--- config.mk ---
export PLATFORM = sky130hd
export DESIGN_NAME = symbol_rate_register_calc
export DESIGN_NICKNAME = d
export VERILOG_FILES = /design/src/hw/rtl/srrc_pkg.sv /design/src/hw/rtl/symbol_rate_register_calc.sv /design/src/hw/rtl/srrc_front.sv /design/src/hw/rtl/srrc_fifo.sv /design/src/hw/rtl/srrc_div.sv /design/src/hw/rtl/srrc_back.sv
export SDC_FILE = /design/constraint.sdc
export NUM_CORES = 1
export LEC_CHECK = 0
export BUFFER_PORTS_ARGS = -buffer_cell sky130_fd_sc_hd__clkbuf_2
export CORE_ASPECT_RATIO = 1.75
export CORE_UTILIZATION = 31
export DETAILED_ROUTE_END_ITERATION = 16
export SLEW_MARGIN = 25
export SYNTH_ARGS = -nofsm -noshare
export SYNTH_HDL_FRONTEND = slang
export SYNTH_SLANG_ARGS = --single-unit
--- constraint.sdc ---
create_clock -name clk -period 10.6 [get_ports clk]
set_input_delay 1.06 -clock clk [delete_from_list [all_inputs] [get_ports clk]]
set_output_delay 1.06 -clock clk [all_outputs]
set_load 0.02 [all_outputs]
--- src/hw/rtl/srrc_pkg.sv ---
// shared types, constants and helpers of the symbol rate register calculator
`default_nettype none

package srrc_pkg;

	localparam int RATE_W = 26;
	localparam int DIV_W = 28;
	localparam int STEP_W = 5;
	localparam int FIFO_DEPTH = 2;

	localparam logic [RATE_W-1:0] RATE_MIN = 26'd500000;
	localparam logic [RATE_W-1:0] RATE_MAX = 26'd46080000;
	localparam logic [RATE_W-1:0] RATE_SLOW = 26'd6000000;
	localparam logic [DIV_W-1:0] RATE_FIN = 28'd5760000;

	// floor(rate * 2^22 / 5760000) as floor(rate * RATIO_MUL / 2^38), exact for any 26-bit rate
	localparam logic [37:0] RATIO_MUL = 38'd200159983439;
	localparam logic [18:0] RATIO_MUL_LO = RATIO_MUL[18:0];
	localparam logic [18:0] RATIO_MUL_HI = RATIO_MUL[37:19];

	// 5760000 * 256 split into a preloaded remainder and 14 quotient steps
	localparam logic [DIV_W-1:0] BDRI_REM_INIT = 28'd90000;
	localparam logic [STEP_W-1:0] BDRI_STEPS = 5'd14;

	localparam logic [7:0] RATE_CTRL_RESET = 8'd43;
	localparam logic [7:0] ADC_BYPASS = 8'h89;
	localparam logic [7:0] ADC_FILTER = 8'h81;
	localparam logic [7:0] FILT_BASE = 8'h88;
	localparam logic [7:0] FILT_BYPASS = 8'h80;
	localparam logic [7:0] SLOW_BIT = 8'h80;
	localparam logic [7:0] FAST_MASK = 8'h7f;
	localparam logic [7:0] INV_SAT = 8'hff;

	localparam int NUM_FILT = 10;
	localparam logic [RATE_W-1:0] FNR_LIMIT [NUM_FILT] = '{
		26'd11184810, 26'd7381975, 26'd5592405, 26'd3728270, 26'd2796202,
		26'd1845493, 26'd1398101, 26'd905969, 26'd699050, 26'd459695
	};

	typedef struct packed {
		logic [RATE_W-1:0] symbol_rate;
		logic              clear_if_same;
	} in_item_t;

	typedef struct packed {
		logic              write_valid;
		logic              clear_request;
		logic [RATE_W-1:0] clamped_rate;
		logic [3:0]        filter_number;
		logic              bypass;
		logic [7:0]        adc_setting;
		logic [7:0]        filter_setting;
		logic [7:0]        rate_control;
		logic [19:0]       baud_increment;
		logic [7:0]        baud_inverse;
	} out_item_t;

	typedef struct packed {
		logic              same;
		logic              clr;
		logic [RATE_W-1:0] rate;
	} entry_t;

	typedef struct packed {
		logic              start;
		logic [DIV_W-1:0]  rem_init;
		logic [RATE_W-1:0] dvd;
		logic [STEP_W-1:0] steps;
		logic [DIV_W-1:0]  divisor;
	} div_req_t;

	// largest filter whose limit is above the ratio, bypass when none
	function automatic logic [4:0] filt_select(input logic [RATE_W-1:0] ratio);
		logic [3:0] fnr;
		logic       byp;
		fnr = 4'd0;
		byp = 1'b1;
		for (int i = 0; i < NUM_FILT; i++) begin
			if (ratio < FNR_LIMIT[i]) begin
				fnr = 4'(i);
				byp = 1'b0;
			end
		end
		return {byp, fnr};
	endfunction

endpackage

`default_nettype wire

--- src/hw/rtl/symbol_rate_register_calc.sv ---
// a changed rate passes the two-pass ratio multiply, filter choice and the 14-step serial
// divider for the inverse; an unchanged rate goes straight to the result register
// the back end takes the next rate only once the last is in the result register
// a two-entry queue lets the front accept items while the back end divides
// reset: last rate cleared to zero, rate control base set to 43, queue and output empty
`default_nettype none

module symbol_rate_register_calc #(
	parameter int FIFO_DEPTH = srrc_pkg::FIFO_DEPTH
) (
	input  wire logic                 clk,
	input  wire logic                 arst_n,
	input  wire logic                 cfg_wr_en,
	input  wire logic [7:0]           cfg_wr_data,
	input  wire logic                 in_valid,
	output logic                      in_stall,
	input  wire srrc_pkg::in_item_t   in_data,
	output logic                      out_valid,
	input  wire logic                 out_stall,
	output srrc_pkg::out_item_t       out_data
);

	logic             fifo_full;
	logic             fifo_empty;
	logic             push;
	logic             pop;
	srrc_pkg::entry_t push_entry;
	srrc_pkg::entry_t head;

	srrc_front u_front (
		.clk        (clk),
		.arst_n     (arst_n),
		.in_valid   (in_valid),
		.in_stall   (in_stall),
		.in_data    (in_data),
		.fifo_full  (fifo_full),
		.push       (push),
		.push_entry (push_entry)
	);

	srrc_fifo #(
		.DEPTH (FIFO_DEPTH)
	) u_fifo (
		.clk        (clk),
		.arst_n     (arst_n),
		.push       (push),
		.push_entry (push_entry),
		.pop        (pop),
		.head       (head),
		.full       (fifo_full),
		.empty      (fifo_empty)
	);

	srrc_back u_back (
		.clk         (clk),
		.arst_n      (arst_n),
		.cfg_wr_en   (cfg_wr_en),
		.cfg_wr_data (cfg_wr_data),
		.head        (head),
		.empty       (fifo_empty),
		.pop         (pop),
		.out_valid   (out_valid),
		.out_stall   (out_stall),
		.out_data    (out_data)
	);

endmodule

`default_nettype wire

--- src/hw/rtl/srrc_front.sv ---
// front end: accepts items, compares with the last rate, clamps and stores it
`default_nettype none

module srrc_front (
	input  wire logic              clk,
	input  wire logic              arst_n,
	input  wire logic              in_valid,
	output logic                   in_stall,
	input  wire srrc_pkg::in_item_t in_data,
	input  wire logic              fifo_full,
	output logic                   push,
	output srrc_pkg::entry_t       push_entry
);

	logic [srrc_pkg::RATE_W-1:0] last_rate_q;
	logic [srrc_pkg::RATE_W-1:0] clamped;
	logic                        same;

	assign in_stall = fifo_full;
	assign push = in_valid && !fifo_full;
	assign same = (in_data.symbol_rate == last_rate_q);

	always_comb begin
		clamped = in_data.symbol_rate;
		if (clamped > srrc_pkg::RATE_MAX)
			clamped = srrc_pkg::RATE_MAX;
		if (clamped < srrc_pkg::RATE_MIN)
			clamped = srrc_pkg::RATE_MIN;
	end

	always_comb begin
		push_entry.same = same;
		push_entry.clr = in_data.clear_if_same;
		push_entry.rate = clamped;
	end

	always_ff @(posedge clk or negedge arst_n) begin
		if (!arst_n) begin
			last_rate_q <= '0;
		end else if (push && !same) begin
			last_rate_q <= clamped;
		end
	end

endmodule

`default_nettype wire

--- src/hw/rtl/srrc_fifo.sv ---
// short queue between front and back end
`default_nettype none

module srrc_fifo #(
	parameter int DEPTH = srrc_pkg::FIFO_DEPTH
) (
	input  wire logic             clk,
	input  wire logic             arst_n,
	input  wire logic             push,
	input  wire srrc_pkg::entry_t push_entry,
	input  wire logic             pop,
	output srrc_pkg::entry_t      head,
	output logic                  full,
	output logic                  empty
);

	localparam int PTR_W = (DEPTH > 1) ? $clog2(DEPTH) : 1;
	localparam int CNT_W = $clog2(DEPTH + 1);

	srrc_pkg::entry_t mem [DEPTH];
	logic [PTR_W-1:0] wr_ptr_q;
	logic [PTR_W-1:0] rd_ptr_q;
	logic [CNT_W-1:0] count_q;

	assign full = (count_q == CNT_W'(DEPTH));
	assign empty = (count_q == '0);
	assign head = mem[rd_ptr_q];

	function automatic logic [PTR_W-1:0] ptr_inc(input logic [PTR_W-1:0] p);
		return (p == PTR_W'(DEPTH - 1)) ? '0 : p + 1'b1;
	endfunction

	always_ff @(posedge clk) begin
		if (push && !full)
			mem[wr_ptr_q] <= push_entry;
	end

	always_ff @(posedge clk or negedge arst_n) begin
		if (!arst_n) begin
			wr_ptr_q <= '0;
			rd_ptr_q <= '0;
			count_q <= '0;
		end else begin
			if (push && !full)
				wr_ptr_q <= ptr_inc(wr_ptr_q);
			if (pop && !empty)
				rd_ptr_q <= ptr_inc(rd_ptr_q);
			if ((push && !full) && !(pop && !empty))
				count_q <= count_q + 1'b1;
			else if (!(push && !full) && (pop && !empty))
				count_q <= count_q - 1'b1;
		end
	end

endmodule

`default_nettype wire

--- src/hw/rtl/srrc_div.sv ---
// restoring divider, one quotient bit per cycle
`default_nettype none

module srrc_div (
	input  wire logic               clk,
	input  wire logic               arst_n,
	input  wire srrc_pkg::div_req_t req,
	output logic                    done,
	output logic [srrc_pkg::RATE_W-1:0] quo
);

	logic                          busy_q;
	logic                          done_q;
	logic [srrc_pkg::STEP_W-1:0]   cnt_q;
	logic [srrc_pkg::DIV_W-1:0]    rem_q;
	logic [srrc_pkg::RATE_W-1:0]   dvd_q;
	logic [srrc_pkg::RATE_W-1:0]   quo_q;
	logic [srrc_pkg::DIV_W-1:0]    div_q;
	logic [srrc_pkg::DIV_W:0]      rem_sh;
	logic [srrc_pkg::DIV_W:0]      rem_sub;
	logic                          ge;

	assign rem_sh = {rem_q, dvd_q[srrc_pkg::RATE_W-1]};
	assign ge = (rem_sh >= {1'b0, div_q});
	assign rem_sub = rem_sh - {1'b0, div_q};
	assign done = done_q;
	assign quo = quo_q;

	always_ff @(posedge clk or negedge arst_n) begin
		if (!arst_n) begin
			busy_q <= 1'b0;
			done_q <= 1'b0;
			cnt_q <= '0;
		end else begin
			done_q <= busy_q && (cnt_q == srrc_pkg::STEP_W'(1));
			if (req.start) begin
				busy_q <= 1'b1;
				cnt_q <= req.steps;
			end else if (busy_q) begin
				cnt_q <= cnt_q - 1'b1;
				if (cnt_q == srrc_pkg::STEP_W'(1))
					busy_q <= 1'b0;
			end
		end
	end

	always_ff @(posedge clk) begin
		if (req.start) begin
			rem_q <= req.rem_init;
			dvd_q <= req.dvd;
			div_q <= req.divisor;
			quo_q <= '0;
		end else if (busy_q) begin
			rem_q <= ge ? rem_sub[srrc_pkg::DIV_W-1:0] : rem_sh[srrc_pkg::DIV_W-1:0];
			dvd_q <= {dvd_q[srrc_pkg::RATE_W-2:0], 1'b0};
			quo_q <= {quo_q[srrc_pkg::RATE_W-2:0], ge};
		end
	end

endmodule

`default_nettype wire

--- src/hw/rtl/srrc_back.sv ---
// back end: ratio multiply, inverse division, filter choice and result register
`default_nettype none

module srrc_back (
	input  wire logic                clk,
	input  wire logic                arst_n,
	input  wire logic                cfg_wr_en,
	input  wire logic [7:0]          cfg_wr_data,
	input  wire srrc_pkg::entry_t    head,
	input  wire logic                empty,
	output logic                     pop,
	output logic                     out_valid,
	input  wire logic                out_stall,
	output srrc_pkg::out_item_t      out_data
);

	localparam logic [2:0] ST_IDLE = 3'd0;
	localparam logic [2:0] ST_MUL1 = 3'd1;
	localparam logic [2:0] ST_MUL2 = 3'd2;
	localparam logic [2:0] ST_SEL  = 3'd3;
	localparam logic [2:0] ST_DIV  = 3'd4;
	localparam logic [2:0] ST_OUT  = 3'd5;

	logic [2:0]                    state_q;
	logic [7:0]                    base_q;
	logic                          out_valid_q;
	srrc_pkg::out_item_t           out_data_q;
	logic                          same_q;
	logic                          clr_q;
	logic [srrc_pkg::RATE_W-1:0]   rate_q;
	logic [srrc_pkg::RATE_W-1:0]   ratio_lo_q;
	logic [srrc_pkg::RATE_W-1:0]   ratio_q;
	logic [3:0]                    fnr_q;
	logic                          byp_q;
	logic [2:0]                    sh_q;
	logic [19:0]                   bdr_q;
	logic [7:0]                    bdri_q;

	srrc_pkg::div_req_t            div_req;
	logic                          div_done;
	logic [srrc_pkg::RATE_W-1:0]   div_quo;

	logic [18:0]                   mul_k;
	logic [44:0]                   mul_prod;
	logic [44:0]                   ratio_acc;
	logic [4:0]                    sel;
	logic [2:0]                    sh;
	logic [29:0]                   ratio_sh;
	logic [26:0]                   bdr_rnd;
	logic [29:0]                   rate_sh;
	logic [14:0]                   inv_rnd;
	logic [13:0]                   inv_full;
	logic                          out_free;
	srrc_pkg::out_item_t           result;

	srrc_div u_div (
		.clk    (clk),
		.arst_n (arst_n),
		.req    (div_req),
		.done   (div_done),
		.quo    (div_quo)
	);

	// ratio in two passes over the low and high halves of the reciprocal
	assign mul_k = (state_q == ST_MUL1) ? srrc_pkg::RATIO_MUL_LO : srrc_pkg::RATIO_MUL_HI;
	assign mul_prod = {19'b0, rate_q} * {26'b0, mul_k};
	assign ratio_acc = mul_prod + {19'b0, ratio_lo_q};

	assign sel = srrc_pkg::filt_select(ratio_q);
	assign sh = sel[3:1];
	assign ratio_sh = {4'b0, ratio_q} << sh;
	assign bdr_rnd = {1'b0, ratio_sh[29:4]} + 27'd1;
	assign rate_sh = {4'b0, rate_q} << sh;
	assign inv_rnd = {1'b0, div_quo[13:0]} + 15'd1;
	assign inv_full = inv_rnd[14:1];
	assign out_free = !out_valid_q || !out_stall;
	assign pop = (state_q == ST_IDLE) && !empty;
	assign out_valid = out_valid_q;
	assign out_data = out_data_q;

	always_comb begin
		div_req.start = 1'b0;
		div_req.rem_init = srrc_pkg::BDRI_REM_INIT;
		div_req.dvd = '0;
		div_req.steps = srrc_pkg::BDRI_STEPS;
		div_req.divisor = srrc_pkg::RATE_FIN;
		case (state_q)
			ST_SEL: begin
				div_req.start = 1'b1;
				div_req.rem_init = srrc_pkg::BDRI_REM_INIT;
				div_req.dvd = '0;
				div_req.steps = srrc_pkg::BDRI_STEPS;
				div_req.divisor = rate_sh[29:2];
			end
			default: begin
				div_req.start = 1'b0;
			end
		endcase
	end

	always_comb begin
		result = '0;
		if (same_q) begin
			result.clear_request = clr_q;
		end else begin
			result.write_valid = 1'b1;
			result.clamped_rate = rate_q;
			result.filter_number = fnr_q;
			result.bypass = byp_q;
			result.adc_setting = byp_q ? srrc_pkg::ADC_BYPASS : srrc_pkg::ADC_FILTER;
			result.filter_setting = byp_q ? srrc_pkg::FILT_BYPASS :
				(srrc_pkg::FILT_BASE | {5'b0, sh_q} | {2'b0, fnr_q[0], 5'b0});
			result.rate_control = (rate_q < srrc_pkg::RATE_SLOW) ?
				(base_q | srrc_pkg::SLOW_BIT) : (base_q & srrc_pkg::FAST_MASK);
			result.baud_increment = bdr_q;
			result.baud_inverse = bdri_q;
		end
	end

	always_ff @(posedge clk or negedge arst_n) begin
		if (!arst_n) begin
			state_q <= ST_IDLE;
			base_q <= srrc_pkg::RATE_CTRL_RESET;
			out_valid_q <= 1'b0;
		end else begin
			if (cfg_wr_en)
				base_q <= cfg_wr_data;
			if (out_valid_q && !out_stall)
				out_valid_q <= 1'b0;
			case (state_q)
				ST_IDLE: begin
					if (!empty)
						state_q <= head.same ? ST_OUT : ST_MUL1;
				end
				ST_MUL1: begin
					state_q <= ST_MUL2;
				end
				ST_MUL2: begin
					state_q <= ST_SEL;
				end
				ST_SEL: begin
					state_q <= ST_DIV;
				end
				ST_DIV: begin
					if (div_done)
						state_q <= ST_OUT;
				end
				ST_OUT: begin
					if (out_free) begin
						out_valid_q <= 1'b1;
						state_q <= ST_IDLE;
					end
				end
				default: begin
					state_q <= ST_IDLE;
				end
			endcase
		end
	end

	always_ff @(posedge clk) begin
		if (pop) begin
			same_q <= head.same;
			clr_q <= head.clr;
			rate_q <= head.rate;
		end
		if (state_q == ST_MUL1)
			ratio_lo_q <= mul_prod[44:19];
		if (state_q == ST_MUL2)
			ratio_q <= ratio_acc[44:19];
		if (state_q == ST_SEL) begin
			fnr_q <= sel[3:0];
			byp_q <= sel[4];
			sh_q <= sh;
			bdr_q <= bdr_rnd[20:1];
		end
		if (state_q == ST_DIV && div_done)
			bdri_q <= (|inv_full[13:8]) ? srrc_pkg::INV_SAT : inv_full[7:0];
		if (state_q == ST_OUT && out_free)
			out_data_q <= result;
	end

endmodule

`default_nettype wire

=== Word-level counts from Yosys, hierarchy flattened ===
Memories as Yosys holds them, arrays and structs flattened.
Index checks and enable logic that the tools add are counted.

* Input bits: 40
* Bits in registers: 342
* RAM bits: 56
* Memories kept: 1

* Shifts and indexed selects: 2
* Muxes and demuxes: 42
* Magnitude comparators: 14
* Add/sub/neg operators: 9
* Bitwise operators: 1
* Multiply operators: 1
* Equality and inequality tests: 11
* Reduce and logical (&&, ||, !) cells: 27

{| class="wikitable"
|+ Memory list
! memory !! depth !! width !! read ports !! clocked after memory_dff !! wr ports !! RTL line !! source
|-
| u_fifo.mem || 2 || 28 || 1 || 0 || 1 || srrc_fifo.sv:20 || <nowiki>srrc_pkg::entry_t mem [DEPTH];</nowiki>
|}

{| class="wikitable"
|+ Operators by type and width
! kind !! number
|-
| $mux 26 || 4
|-
| $mux 28 || 3
|-
| $lt 26x23->1 const B || 3
|-
| $lt 26x19->1 const B || 2
|-
| $lt 26x20->1 const B || 2
|-
| $lt 26x21->1 const B || 2
|-
| $lt 26x22->1 const B || 2
|-
| $add 45x26->45 || 1
|-
| $mul 26x19->45 || 1
|-
| $mux 4 || 9
|-
| $shl 26x3->30 || 1
|-
| $ge 29x28->1 || 1
|-
| $sub 28x28->28 || 1
|-
| $eq 26x26->1 || 1
|-
| $gt 26x26->1 const B || 1
|-
| $lt 26x24->1 const B || 1
|-
| $shl 26x3->25 || 1
|-
| $add 21x1->21 const B || 1
|-
| $mux 18 || 1
|-
| $pmux 3 s6 || 1
|-
| $mux 8 || 2
|-
| $add 14x1->15 const B || 1
|-
| $mux 1 || 14
|-
| $mux 3 || 4
|-
| other kinds (24) || 47
|}

=== Logic depth before layout (Yosys ltp) ===
* Depth after elaboration: 12
* Depth in mapped cells: 38
* Gate-level depth less buffers: 36

=== By module ===
A second synthesis with hierarchy kept.

* Cell total of the unflattened synthesis: 3159
* Area, all modules: 33485.9 µm²

{| class="wikitable"
|+ Modules (own cells, without submodules)
! module !! times used !! area each (µm²) !! cells an instance
|-
| srrc_back || 1 || 23110.9 || 2306
|-
| srrc_div || 1 || 6341.1 || 590
|-
| srrc_fifo || 1 || 2264.7 || 106
|-
| srrc_front || 1 || 1769.2 || 157
|}

=== Worst setup path before layout ===
OpenSTA, ideal clock, no wires.

* Path kind: reg-to-reg
* Start: reg u_back.state_q[1]
* End: reg u_back.ratio_q[20] in the netlist's numbering, data pin
* Data required time: 10.329 ns
* Setup time: 0.271 ns
* Arrival time: 9.038 ns
* Stages on the path, launching flop included: 34
* Path slack: 1.291 ns
* Path buffers: 4
* Cells stage by stage: dfrtp_1 > clkbuf_1 > or3b_1 > clkbuf_1 > inv_1 > clkbuf_1 > clkbuf_1 > nor2_1 > fa_1 > inv_1 > fa_1 > inv_1 > fa_1 > fa_1 > fa_1 > inv_1 > fa_1 > inv_1 > ha_1 > nand4_1 > nor4_1 > a21oi_1 > a31oi_1 > nor4_1 > nor2_1 > xor2_1 > ha_1 > nand3_1 > o21ai_1 > nand3_1 > nor3_1 > nand3_1 > nor4_1 > xor2_1

* Cells in the longest elaborated chain, start to end: 4

{| class="wikitable"
|+ RTL lines
! element !! RTL line !! source
|-
| from (decl) || srrc_back.sv:24 || <nowiki>logic [2:0] state_q;</nowiki>
|-
| from (signal assigned) || srrc_back.sv:133 || <nowiki>state_q <= head.same ? ST_OUT : ST_MUL1;</nowiki>
|-
| $eq 3x1->1 || srrc_back.sv:65 || <nowiki>assign mul_k = (state_q == ST_MUL1) ? srrc_pkg::RATIO_MUL_LO : srrc_pkg::RATIO_MUL_HI;</nowiki>
|-
| $mux 18 || srrc_back.sv:65 ||
|-
| $mul 26x19->45 || srrc_back.sv:66 || <nowiki>assign mul_prod = {19'b0, rate_q} * {26'b0, mul_k};</nowiki>
|-
| named net u_back.mul_prod[25] || srrc_back.sv:44 || <nowiki>logic [44:0] mul_prod;</nowiki>
|-
| $add 45x26->45 || srrc_back.sv:67 || <nowiki>assign ratio_acc = mul_prod + {19'b0, ratio_lo_q};</nowiki>
|-
| named net u_back.ratio_acc[39] || srrc_back.sv:45 || <nowiki>logic [44:0] ratio_acc;</nowiki>
|-
| to (signal assigned) || srrc_back.sv:170 || <nowiki>ratio_q <= ratio_acc[44:19];</nowiki>
|-
| to (decl) || srrc_back.sv:32 || <nowiki>logic [srrc_pkg::RATE_W-1:0] ratio_q;</nowiki>
|}

The timed path passes the listed nets, and every way through them passes these cells.
A chain may end at the register's enable or synchronous reset.

=== Worst setup path in the final report ===
Same ends and word-level chain as after synthesis.

==> out/qor.yml <==
grtUsageTotal: 0.161
crit_fanout: 28
synth_top_cells_by_area: "edfxtp_1, fa_1, ha_1, inv_1, dfrtp_1"
nets: 3709
overflow: 0
synth_top_area_frac: 0.289
critPathRequiredTime_ps: 10870
htreeDepth: 2
netlist_area_um2: 31200
synth_edf_count: 300
avgSynthCellArea_um2: 10.4
endpoint_kind: "flip-flop"
die_h_um: 422
synth_seq_area_share: 0.336
cts.sinks: 362
synth_top_area_cell: "edfxtp_1"
cts_resized: 0
synthDistinctLibCells: 94
viasPerCell: 4.86
met2_usage: 0.311
area_delta_synth_final_pct: 10.4
drt_iter0_markers: 1228
min_path_type: "flip-flop to flip-flop"
netlist_instances: 3012
clk_pin_slew_ps: 80
critPathMaxStageDelay_ps: 580
core_region_area_um2: 99500
numCtsBuffers: 35
dp_hpwl_um: 65500
met3_usage: 0.0121
maxCapViolCount: 0
use_met1: 0.170
start_util: 0.313
grt_pass1_wl_um: 128000
slowest_stage: "fa_1"
first_global_vias: 22500
drive_gt1_frac: 0.107
wl_per_cell_um: 18.4
insertedDiodeCount: 0
vias: 21600
yosys_most_used_dff: "edfxtp_1"
start_kind: "flip-flop"
io_buffers: 118
cts_setup_buffers: 0
fin_skew_ps: 36.3
ant_nets: 0
cts_hold_buf: 0
worst_slew_pin_slew_ps: 979
async_flop_share: 0.133
grt_max_degree: 70
floorplan.die_area_um2: 102000
crit_arrival_ps: 9580
antenna_found_initial: 0
setup_viol: 0
clockBufferDepth: 3
yosys_warnings: 0
die_w_um: 242
drv_slew: 0
max_freq_mhz: 107
finalCritPeriodShare: 0.878
tns_ps: 0
io_pins: 127
clock-root-buffer: "clkbuf_16"
drc_errors: 0
rsz0062_at_grt: "false"
ys_ff_latch: 362
crit_type: "flip-flop to flip-flop"
slew_headroom: 0.347
rows: 153
drtPass1Iterations: 7
cts_tree: "yes"
place_congestion: 0.939
drt-total-wl_um: 81900
busiest_layer: "met2"
final_hold_viol_count: 0
status: "complete, no violations"
insertion_delay_ps: 570
fin_crit_ps: 9310
-- layout by cell type, fill, tap and decap left out, types with 15 or more instances in the layout --
cell       count
inv_1        563
fa_1         301
edfxtp_1     300
ha_1         257
nor2_1       229
nand2_1      159
a21oi_1      139
clkbuf_2     118
xnor2_1       89
o21ai_0       83
mux2_2        64
nand3_1       61
nor2b_1       55
xor2_1        53
dfrtp_1       44
buf_4         43
mux2i_1       40
nor3_1        39
a21o_1        36
clkbuf_16     35
o211ai_1      34
a211oi_1      25
and2_1        25
nor4_1        25
and3_1        19
nand4_1       15
o21bai_1      15
-- cells in the mapped netlist (all sizes together), types with 14 or more instances --
cell      n
a211oi   26
a21o     36
a21oi   144
a31oi    14
and2     25
and3     19
buf      29
clkbuf   76
dfrtp    44
dfxtp    14
edfxtp  300
fa      301
ha      257
inv     567
mux2     64
mux2i    40
nand2   161
nand3    62
nand4    15
nor2    232
nor2b    55
nor3     43
nor4     25
o211ai   36
o21a     15
o21ai    91
o21bai   15
xnor2    89
xor2     53
-- kinds of logic (layout without fill, tap and decap cells) --
family / count (synthesis) / in the layout / share of synthesized area
xor gates and xnor gates: 142 / 142 / 0.0399
other: 2 / 8 / 0.000241
and+or+nand+nor: 702 / 702 / 0.109
muxes: 104 / 104 / 0.0359
DFF: 362 / 362 / 0.336
adders and majority gates: 558 / 558 / 0.296
AOI/OAI and AO/OA: 466 / 466 / 0.0983
buffers and inverters: 676 / 795 / 0.0839
-- metal layers --
metal	vias up	wire length, um
li1	10200	-
met1	10800	29800
met2	430	45200
met3	187	2160
met4	0	4720
met5	-	0
-- critical path: cells and delay by family, from the launching register on --
kind	cells	cell delay [ps]
compound gates	3	770
buf+inv	7	1100
flops	1	460
simple gates	11	2890
fa+ha+maj	8	3380
xor+xnor	2	390
-- per-stage QoR --
stage          hold slack [ps]  cell area (um^2)  std cells  setup WS [ps]   util
2_1_floorplan              452             31200       3018           1290      -
3_3_place_gp               476             33300       4391           1480  0.335
3_5_place_dp               483             33300       4391           1350  0.335
4_1_cts                    501             34400       4454           1310  0.346
5_1_grt                    523             34400       4454            507  0.346
6_report                   493             34400       4454           1290  0.346
-- worst paths after layout --
path                                 startpoint                       to  slack, ps  cells after the start
setup / recovery              u_back.state_q[1]       u_back.ratio_q[20]       1290                     31
max in group asynchronous                arst_n  u_front.last_rate_q[17]       9540                      2
min in group asynchronous                arst_n      u_back.u_div.busy_q        600                      2
hold reg to reg            u_back.u_div.quo[13]     u_back.u_div.quo[13]        490                      2
setup reg to reg              u_back.state_q[1]       u_back.ratio_q[20]       1290                     31
hold / removal             u_back.u_div.quo[13]     u_back.u_div.quo[13]        490                      2
-- sequential cells by signal (all words and copies together), names as in the netlist, 2 cells and up --
name,count
u_back.base_q,7
u_back.bdr_q,20
u_back.bdri_q,8
u_back.out_data,75
u_back.rate_q,26
u_back.ratio_lo_q,26
u_back.ratio_q,26
u_back.sh_q,3
u_back.state_q,3
u_back.u_div.cnt_q,5
u_back.u_div.div_q,28
u_back.u_div.quo,14
u_back.u_div.rem_q,28
u_fifo.count_q,2
u_fifo.mem,56
u_front.last_rate_q,26
-- area by class of cell --
cell class                      instances  area (um^2)
Clock buffer                           43          906
Clock inverter                         20          189
Fill cell                           10100        65100
Inverter                              571         2150
Multi-Input combinational cell       1980        18100
Sequential cell                       362        10500
Tap cell                             1317         1650
Timing Repair Buffer                  161          913
Power is not shown: default switching activity piles up to over one toggle a cycle in this logic, so the estimate is an artifact.
